[config.mk]
export PLATFORM = sky130hd
export DESIGN_NAME = wcel_ctrl
export DESIGN_NICKNAME = d
export VERILOG_FILES = /design/src/rtl/wcel_pkg.sv /design/src/rtl/wcel_ctrl.sv
export SDC_FILE = /design/constraint.sdc
export NUM_CORES = 1
export LEC_CHECK = 0
export BUFFER_PORTS_ARGS = -buffer_cell sky130_fd_sc_hd__buf_2
export CORE_MARGIN = 2
export CORE_UTILIZATION = 30
export CTS_CLUSTER_DIAMETER = 60
export CTS_CLUSTER_SIZE = 10
export DETAILED_ROUTE_END_ITERATION = 7
export HOLD_SLACK_MARGIN = 0.03
export PLACE_DENSITY = 0.55
export SLEW_MARGIN = 20
export SYNTH_ARGS = -nofsm -noshare
export SYNTH_HDL_FRONTEND = slang
export SYNTH_SLANG_ARGS = --single-unit
[constraint.sdc]
create_clock -name clk -period 2.1 [get_ports clk]
set_input_delay 0.105 -clock clk [delete_from_list [all_inputs] [get_ports clk]]
set_output_delay 0.105 -clock clk [all_outputs]
set_load 0.02 [all_outputs]
[src/rtl/wcel_pkg.sv]
package wcel_pkg;

    localparam int NUM_CLASSES_DEF = 16;
    localparam int LABEL_W         = 8;
    localparam int VALUE_W         = 17;
    localparam int WEIGHT_W        = 16;
    localparam int LOSS_W          = 48;
    localparam int WTOT_W          = 40;
    localparam int NORM_W          = 32;
    localparam int CFG_IDX_W       = 2;
    localparam int CFG_DATA_W      = 16;

    localparam logic [WEIGHT_W-1:0] WEIGHT_ONE = 16'd256;
    localparam logic [29:0]         LN2_Q30    = 30'd744261118;

    // Number of squaring rounds in the log unit and quotient bits in the divider
    localparam int LOG_STEPS = 30;
    localparam int DIV_STEPS = 64;

    // Configuration register indexes
    localparam logic [CFG_IDX_W-1:0] REG_NORM_MODE  = 2'd0;
    localparam logic [CFG_IDX_W-1:0] REG_IGNORE_EN  = 2'd1;
    localparam logic [CFG_IDX_W-1:0] REG_IGNORE_LBL = 2'd2;
    localparam logic [CFG_IDX_W-1:0] REG_BATCH_SIZE = 2'd3;

    // Normalizer modes
    localparam logic [1:0] NORM_COUNT  = 2'd0;
    localparam logic [1:0] NORM_WEIGHT = 2'd1;
    localparam logic [1:0] NORM_BATCH  = 2'd2;
    localparam logic [1:0] NORM_NONE   = 2'd3;

    // Opcodes
    localparam logic OP_WEIGHT = 1'b0;
    localparam logic OP_ACC    = 1'b1;

    typedef struct packed {
        logic       load;
        logic       log_step;
        logic       mul_lo;
        logic       mul_hi;
        logic       round;
        logic       wmul;
        logic       acc;
        logic       norm;
        logic       div_step;
        logic       emit;
        logic [5:0] cnt;
    } cmd_t;

    typedef struct packed {
        logic op;
        logic last;
    } stat_t;

endpackage

[src/rtl/wcel_ctrl.sv]
module wcel_ctrl
(
    input  logic             clk,
    input  logic             rst_n,
    input  logic             item_valid,
    output logic             item_ready,
    output logic             result_valid,
    input  logic             result_ready,
    input  wcel_pkg::stat_t  stat,
    output wcel_pkg::cmd_t   cmd
);

    typedef enum logic [3:0] {
        S_IDLE, S_LOG, S_MUL_LO, S_MUL_HI, S_ROUND, S_WMUL, S_ACC, S_NORM, S_DIV, S_FIN
    } state_t;

    state_t     state_reg, state_next;
    logic [5:0] cnt_reg, cnt_next;
    logic       rvalid_reg, rvalid_next;
    logic       accept;

    assign item_ready   = (state_reg == S_IDLE);
    assign result_valid = rvalid_reg;
    assign accept       = item_valid && item_ready;

    // Next state and commands
    always_comb
    begin
        state_next  = state_reg;
        cnt_next    = cnt_reg;
        rvalid_next = rvalid_reg && !result_ready;
        cmd         = '0;
        cmd.cnt     = cnt_reg;
        case (state_reg)
            S_IDLE:
            begin
                if (accept)
                begin
                    cmd.load = 1'b1;
                    cnt_next = '0;
                    state_next = S_LOG;
                end
            end
            S_LOG:
            begin
                // weight writes skip the log pipeline
                if (stat.op == wcel_pkg::OP_WEIGHT)
                begin
                    state_next = stat.last ? S_NORM : S_IDLE;
                end
                else
                begin
                    cmd.log_step = 1'b1;
                    cnt_next = cnt_reg + 6'd1;
                    if (cnt_reg == 6'(wcel_pkg::LOG_STEPS - 1))
                    begin
                        state_next = S_MUL_LO;
                    end
                end
            end
            S_MUL_LO:
            begin
                cmd.mul_lo = 1'b1;
                state_next = S_MUL_HI;
            end
            S_MUL_HI:
            begin
                cmd.mul_hi = 1'b1;
                state_next = S_ROUND;
            end
            S_ROUND:
            begin
                cmd.round = 1'b1;
                state_next = S_WMUL;
            end
            S_WMUL:
            begin
                cmd.wmul = 1'b1;
                state_next = S_ACC;
            end
            S_ACC:
            begin
                cmd.acc = 1'b1;
                state_next = stat.last ? S_NORM : S_IDLE;
            end
            S_NORM:
            begin
                cmd.norm = 1'b1;
                cnt_next = '0;
                state_next = S_DIV;
            end
            S_DIV:
            begin
                cmd.div_step = 1'b1;
                cnt_next = cnt_reg + 6'd1;
                if (cnt_reg == 6'(wcel_pkg::DIV_STEPS - 1))
                begin
                    state_next = S_FIN;
                end
            end
            S_FIN:
            begin
                // wait until the output register is free
                if (!rvalid_reg || result_ready)
                begin
                    cmd.emit = 1'b1;
                    rvalid_next = 1'b1;
                    state_next = S_IDLE;
                end
            end
            default:
            begin
                state_next = S_IDLE;
            end
        endcase
    end

    always_ff @(posedge clk or negedge rst_n)
    begin
        if (!rst_n)
        begin
            state_reg  <= S_IDLE;
            cnt_reg    <= '0;
            rvalid_reg <= 1'b0;
        end
        else
        begin
            state_reg  <= state_next;
            cnt_reg    <= cnt_next;
            rvalid_reg <= rvalid_next;
        end
    end

endmodule

==> results by group, run 1 <==
Status
  • Status: complete, no violations

Clock tree
  • Worst-Skew Late Latency: 0.27 ns
  • Clk buf depth: 2
  • Post-CTS setup buffers: 0
  • H-tree level count: 1
  • CTS Hold Bufs: 1
  • Post-CTS sizing: 0
  • CTS tree: done
  • Clock sink count: 11
  • Clock buffer count from CTS: 3
  • Clk pin slew, worst setup/hold paths: 0.07 ns
  • CTS root buffer: clkbuf_4

Pwr
  • Worst VDD drop: 706 uV
  • Pwr Density: 1350 nW/um2
  • Leakage power: 0.000467 uW

Global route
  • Grt ovf: 0
  • Initial antenna violation count: 0
  • First-pass GRT wire length: 3320 um
  • Number of global-route vias before repair: 670
  • Gr usage total: 13.1%
  • Largest net degree at the start of global routing: 18

Die
  • Die Height: 56.1 um
  • Ports: 24
  • Die Width: 56.1 um
  • Num rows: 18
  • Initial Utilization: 32.2%
  • Core ar.: 2520 um2
  • Die area: 3140 um2

Logic synthesis
  • Netlist Area Pre-Place: 813 um2
  • Net Count, Synth: 104
  • Post-synth top cells: 11 x dfrtp_1, 9 x nor2_1, 8 x nand2_1
  • Synth async-reset ratio: 100%
  • Count leader, synth: dfrtp_1
  • Synth Instances: 96
  • Unique masters post-synth: 41
  • Prevailing post-synth register cell: dfrtp_1
  • Share of the synthesized area in the top cell type: 33.8%
  • Sequential area share after synthesis: 33.8%
  • Post-synth EDFFs: 0
  • Synthesized area per cell: 8.47 um2
  • Cell taking the most area after synthesis: dfrtp_1
  • Synth top area cells: dfrtp_1 34%, nand2b_1 4.6%, nor2_1 4.2%, nand2_1 3.7%, a211oi_2 3.1%
  • Synth warn: 0
  • Number of synthesized register bits: 11

STA
  • Max-slew violation count: 0
  • Final worst path period share: 90.4%
  • Final-report setup violation count: 0
  • RSZ-0062 raised after global routing: false
  • Worst hold margin: 0.117 ns
  • Achievable frequency: 0.527 GHz
  • Skew final: 0.00384 ns
  • Actual slew at the worst max-slew pin: 0.497 ns
  • Max transition margin: 66.8%
  • Setup TNS: 0 ns
  • Final hold vios: 0
  • Final min period: 1.90 ns

Setup path
  • Critical Path AT: 1.79 ns
  • CP Launch Point: state_reg[3]
  • CP Max Fanout: 13
  • CP Class: register to output pin
  • Reg2Reg Launch Point: state_reg[0]
  • Required time of the critical path: 2.00 ns
  • Reg2reg end: cnt_reg[4]
  • R2r setup slk: 0.38 ns
  • Startpoint Class: register
  • Worst R2R Path Depth: 4
  • Critical Path End Type: output pin

Place
  • Port-buffer cells: 23
  • Gpl congestion: 0.810
  • Post-DP HPWL: 1450 um

Routing
  • Drt first pass iters: 4
  • DR iter-0 viols: 26
  • Residual DRC: 0
  • Final wirelength: 1950 um
  • Vias/cell: 5.20
  • Antenna-violating nets left: 0
  • DR vias: 780
  • Routed wire per std cell: 13.0 um

Cells and area
  • Nets@finish: 129
  • Multi-input logic area: 494 um2
  • ANT cells: 0
  • Flip-flop count of the largest register after layout: 6
  • Synth-to-layout area growth: 20.6%
  • Storage cell area: 275 um2
  • Filler cells: 269
  • Share of layout cells above drive strength 1: 29.2%

Hold path
  • Hold Crit Depth: 3
  • Min-Delay Endpoint: result_valid
  • HP Start: result_ready
  • HP Class: primary input to register

Run
  • Max Cap Violations: 0
==> metrics by stage <==
stage | cells | area, um2 | worst slack (ns) | util, % | total power [uW]
after CTS | 150 | 981 | 0.193 | 38.9 | 1330
final | 150 | 981 | 0.201 | 38.9 | 1320
after floorplan | 96 | 813 | 0.519 | - | 985
after global placement | 145 | 945 | 0.452 | 37.5 | 1160
after global routing | 150 | 981 | 0.0748 | 38.9 | 1440
after detailed placement | 145 | 945 | 0.435 | 37.5 | 1170
==> report_power, final <==
group,leakage (uW),total [uW],switching [uW],internal [uW]
logic,0.000307,714,417,298
clock network,0.0000150,146,72.7,73.6
registers,0.000145,461,182,280
==> layout make-up <==
class / instances / share of cell area [%]
multi-input cells: 75 / 50.4
flip-flops and latches: 11 / 28.1
repair buffers: 24 / 12.8
well taps: 30 / 3.83
clock buffers: 4 / 2.68
inverters: 6 / 2.30
==> worst max-delay path: stages, from the launching register on <==
cell and delay (ns):
dfrtp_1 0.55, inv_1 0.15, or4b_4 0.53, nor2b_1 0.12, buf_2 0.17
==> layout by cell type (no fill, tap or decap), types with 2 or more instances in the layout <==
master / netlist / final
ha_1: 2 / 2
nor2_1: 9 / 9
a21oi_1: 5 / 5
inv_1: 6 / 6
o21ai_1: 3 / 3
nand3_1: 4 / 4
nor3_1: 4 / 4
a211oi_2: 2 / 2
and2_1: 2 / 2
a31oi_1: 4 / 4
buf_2: 2 / 23
nand2b_1: 6 / 6
clkbuf_4: 0 / 3
nand2_1: 8 / 8
dfrtp_1: 11 / 11
nor3b_1: 2 / 2
==> kinds of logic after synthesis <==
logic type / after synthesis / synth area share [%]
flip-flops: 11 / 33.8
AND/OR/NAND/NOR: 46 / 32.2
buffers and inverters: 10 / 5.38
AO/OA/AOI/OAI: 26 / 24.3
multiplexers: 1 / 1.23
adder cells (fa/ha/maj): 2 / 3.08
==> how the worst max path moves through the flow <==
stage	slack [ns]	endpoint	depth (start not counted)
finish	0.20	cmd[6]	4
detailed placement	0.43	cnt_reg[4]	4
CTS	0.19	cmd[6]	4
floorplan	0.52	state_reg[3]	6
global placement	0.45	state_reg[0]	4
global route	0.07	cmd[6]	4
==> routing by layer <==
layer  routed length, um  track usage [%]  vias to the layer above
met5                   0                0                        -
met4                  42             6.12                        0
met3                 126             2.09                        5
met2                 781             17.1                       27
met1                 997             20.5                      353
li1                    -                -                      395
(Power assumes the default switching activity.)
==> run 2: changes to the inputs <==
--- a/config.mk
+++ b/config.mk
@@ -12,7 +12,7 @@
 export CTS_CLUSTER_SIZE = 10
 export DETAILED_ROUTE_END_ITERATION = 7
 export HOLD_SLACK_MARGIN = 0.03
-export PLACE_DENSITY = 0.55
+export PLACE_DENSITY = 0.57
 export SLEW_MARGIN = 20
 export SYNTH_ARGS = -nofsm -noshare
 export SYNTH_HDL_FRONTEND = slang
==> constraint.sdc (replaced) <==
create_clock -name clk -period 1.6 [get_ports clk]
set_input_delay 0.08 -clock clk [delete_from_list [all_inputs] [get_ports clk]]
set_output_delay 0.08 -clock clk [all_outputs]
set_load 0.02 [all_outputs]
==> results by group, run 2 (synthesis gave the netlist of run 1 again) <==
Status
  • Status: finished with violations
  • Failing checks: setup timing

Routing
  • Metal2 WL: 1090 um
  • Met3 WL: 86 um
  • DR iter-0 viols: 15
  • Routed wire per std cell: 13.5 um
  • DR vias: 905
  • Final wirelength: 2290 um
  • Drt first pass iters: 4
  • Vias/cell: 5.32
  • Antenna-violating nets left: 0
  • Met1 WL: 1040 um
  • Residual DRC: 0
  • DR top layer: met4

Global route
  • Number of global-route vias before repair: 798
  • Grt ovf: 0
  • Largest net degree at the start of global routing: 12
  • First-pass GRT wire length: 3610 um
  • Initial antenna violation count: 0
  • Gr usage total: 14.2%

Setup path
  • Critical Path, Cell by Cell: buf_6 -> or3b_1 -> a21oi_2 -> o21bai_4 -> mux2i_1
  • Startpoint Class: register
  • Required time of the critical path: 1.79 ns
  • CP Max Fanout: 6
  • Max incr delay on CP: 0.44 ns
  • CP Class: register to register
  • CP max stage cell: dfrtp_2
  • R2r setup slk: -0.02 ns
  • Worst R2R Path Depth: 5
  • Reg2reg end: cnt_reg[1]
  • Reg2Reg Launch Point: state_reg[2]
  • Critical Path AT: 1.81 ns
  • Critical Path End Type: register

Cells and area
  • Synth-to-layout area growth: 54.2%
  • Post-layout util: 49.7%
  • Most common cell after layout, fill and taps aside: buf_2
  • Commonest cells after routing, fill and taps aside: 21 x buf_2, 19 x buf_4, 7 x nand2_1, 7 x dfrtp_1, 6 x nor2_1
  • Flip-flop count of the largest register after layout: 6
  • Nets@finish: 149
  • Filler cells: 251
  • Share of layout cells above drive strength 1: 53.6%
  • ANT cells: 0

Die
  • Ports: 24
  • Num rows: 18
  • Die Width: 56.1 um
  • Die Height: 56.1 um
  • Initial Utilization: 32.2%
  • Core ar.: 2520 um2
  • Die area: 3140 um2

Hold path
  • HP Start: result_ready
  • Hold Crit Depth: 3
  • HP Class: primary input to register
  • Min-Delay Endpoint: result_valid

Place
  • Port-buffer cells: 23
  • Gpl congestion: 0.828
  • Post-DP HPWL: 1640 um

Clock tree
  • Clk pin slew, worst setup/hold paths: 0.07 ns
  • Clk buf depth: 2
  • CTS tree: done
  • H-tree level count: 1
  • CTS root buffer: clkbuf_4
  • Clock buffer count from CTS: 3
  • Clock sink count: 11
  • Worst-Skew Late Latency: 0.27 ns

Pwr
  • Design Power: 2270 uW
  • Pwr Density: 1810 nW/um2
  • Worst VDD drop: 884 uV
  • Leakage power: 0.000587 uW

STA
  • Setup ws final: -0.0202 ns
  • Achievable frequency: 0.617 GHz
  • Skew final: 0.00849 ns
  • Final worst path period share: 101%
  • Final-report setup violation count: 2
  • Max-slew violation count: 0
  • RSZ-0062 raised after global routing: true
  • Final hold vios: 0
  • Actual slew at the worst max-slew pin: 0.400 ns
  • Final min period: 1.62 ns
  • Max transition margin: 72.9%
  • Worst hold margin: 0.0897 ns

Run
  • Max Cap Violations: 0
## run 2: changes by cell type in the layout (fill, tap and decap cells not counted), moves of 3 or more
cell	delta
dfrtp_1	-4
dfrtp_2	+4
nor2_1	-3
buf_6	+3
buf_4	+19
## run 2: critical path, delay by kind of cell, from the launching register on
family	cells	cell delay [ns]
AOI/OAI and AO/OA	2	0.36
DFF	1	0.44
and+or+nand+nor	1	0.39
buffers and inverters	1	0.12
muxes	1	0.23
## run 2: how the worst max path moves through the flow
stage,from,endpoint,slack (ns)
2_1_floorplan,cnt_reg[1],state_reg[3],0.02
3_3_place_gp,cnt_reg[1],state_reg[3],0.1
3_5_place_dp,cnt_reg[1],state_reg[3],0.06
4_1_cts,state_reg[3],cmd[6],-0.02
5_1_grt,state_reg[2],cnt_reg[1],-0.07
6_report,state_reg[2],cnt_reg[1],-0.02
## run 2: metal layers
layer  GRT usage [%]  vias up
li1                -      441
met1            18.4      435
met2            23.5       22
met3            1.86        7
met4            6.12        0
met5               0        -
## run 2: report_power, final
group | internal, uW | switching, uW | total [uW]
clock | 92.6 | 94.7 | 187
combinational | 736 | 856 | 1590
sequential | 378 | 116 | 494
## run 2: through the flow
step	std cells	TNS (ns)	cell area, um2	worst slack (ns)
3_3_place_gp	156	0	1030	0.0995
5_1_grt	170	-0.399	1250	-0.0705
3_5_place_dp	156	0	1030	0.0583
6_report	170	-0.0267	1250	-0.0202
4_1_cts	169	-0.0393	1130	-0.0191
2_1_floorplan	96	0	813	0.0190
## run 2: final cells by class
type                    instances  area [um2]  area share, %
multi-input cells              75         594           47.4
clock buffers                   3        22.5           1.80
inverters                       6        22.5           1.80
flip-flops and latches         11         280           22.4
clock inverters                 1        5.00          0.399
repair buffers                 44         292           23.3
well taps                      30        37.5           2.99
## run 2: repair_timing
item	CTS	global route
hold buffers	1	0
endpoints found under the setup margin	4	13
setup buffers	8	1
endpoints found under the hold margin	11	0
pin swaps	2	11
gates resized for setup	7	23
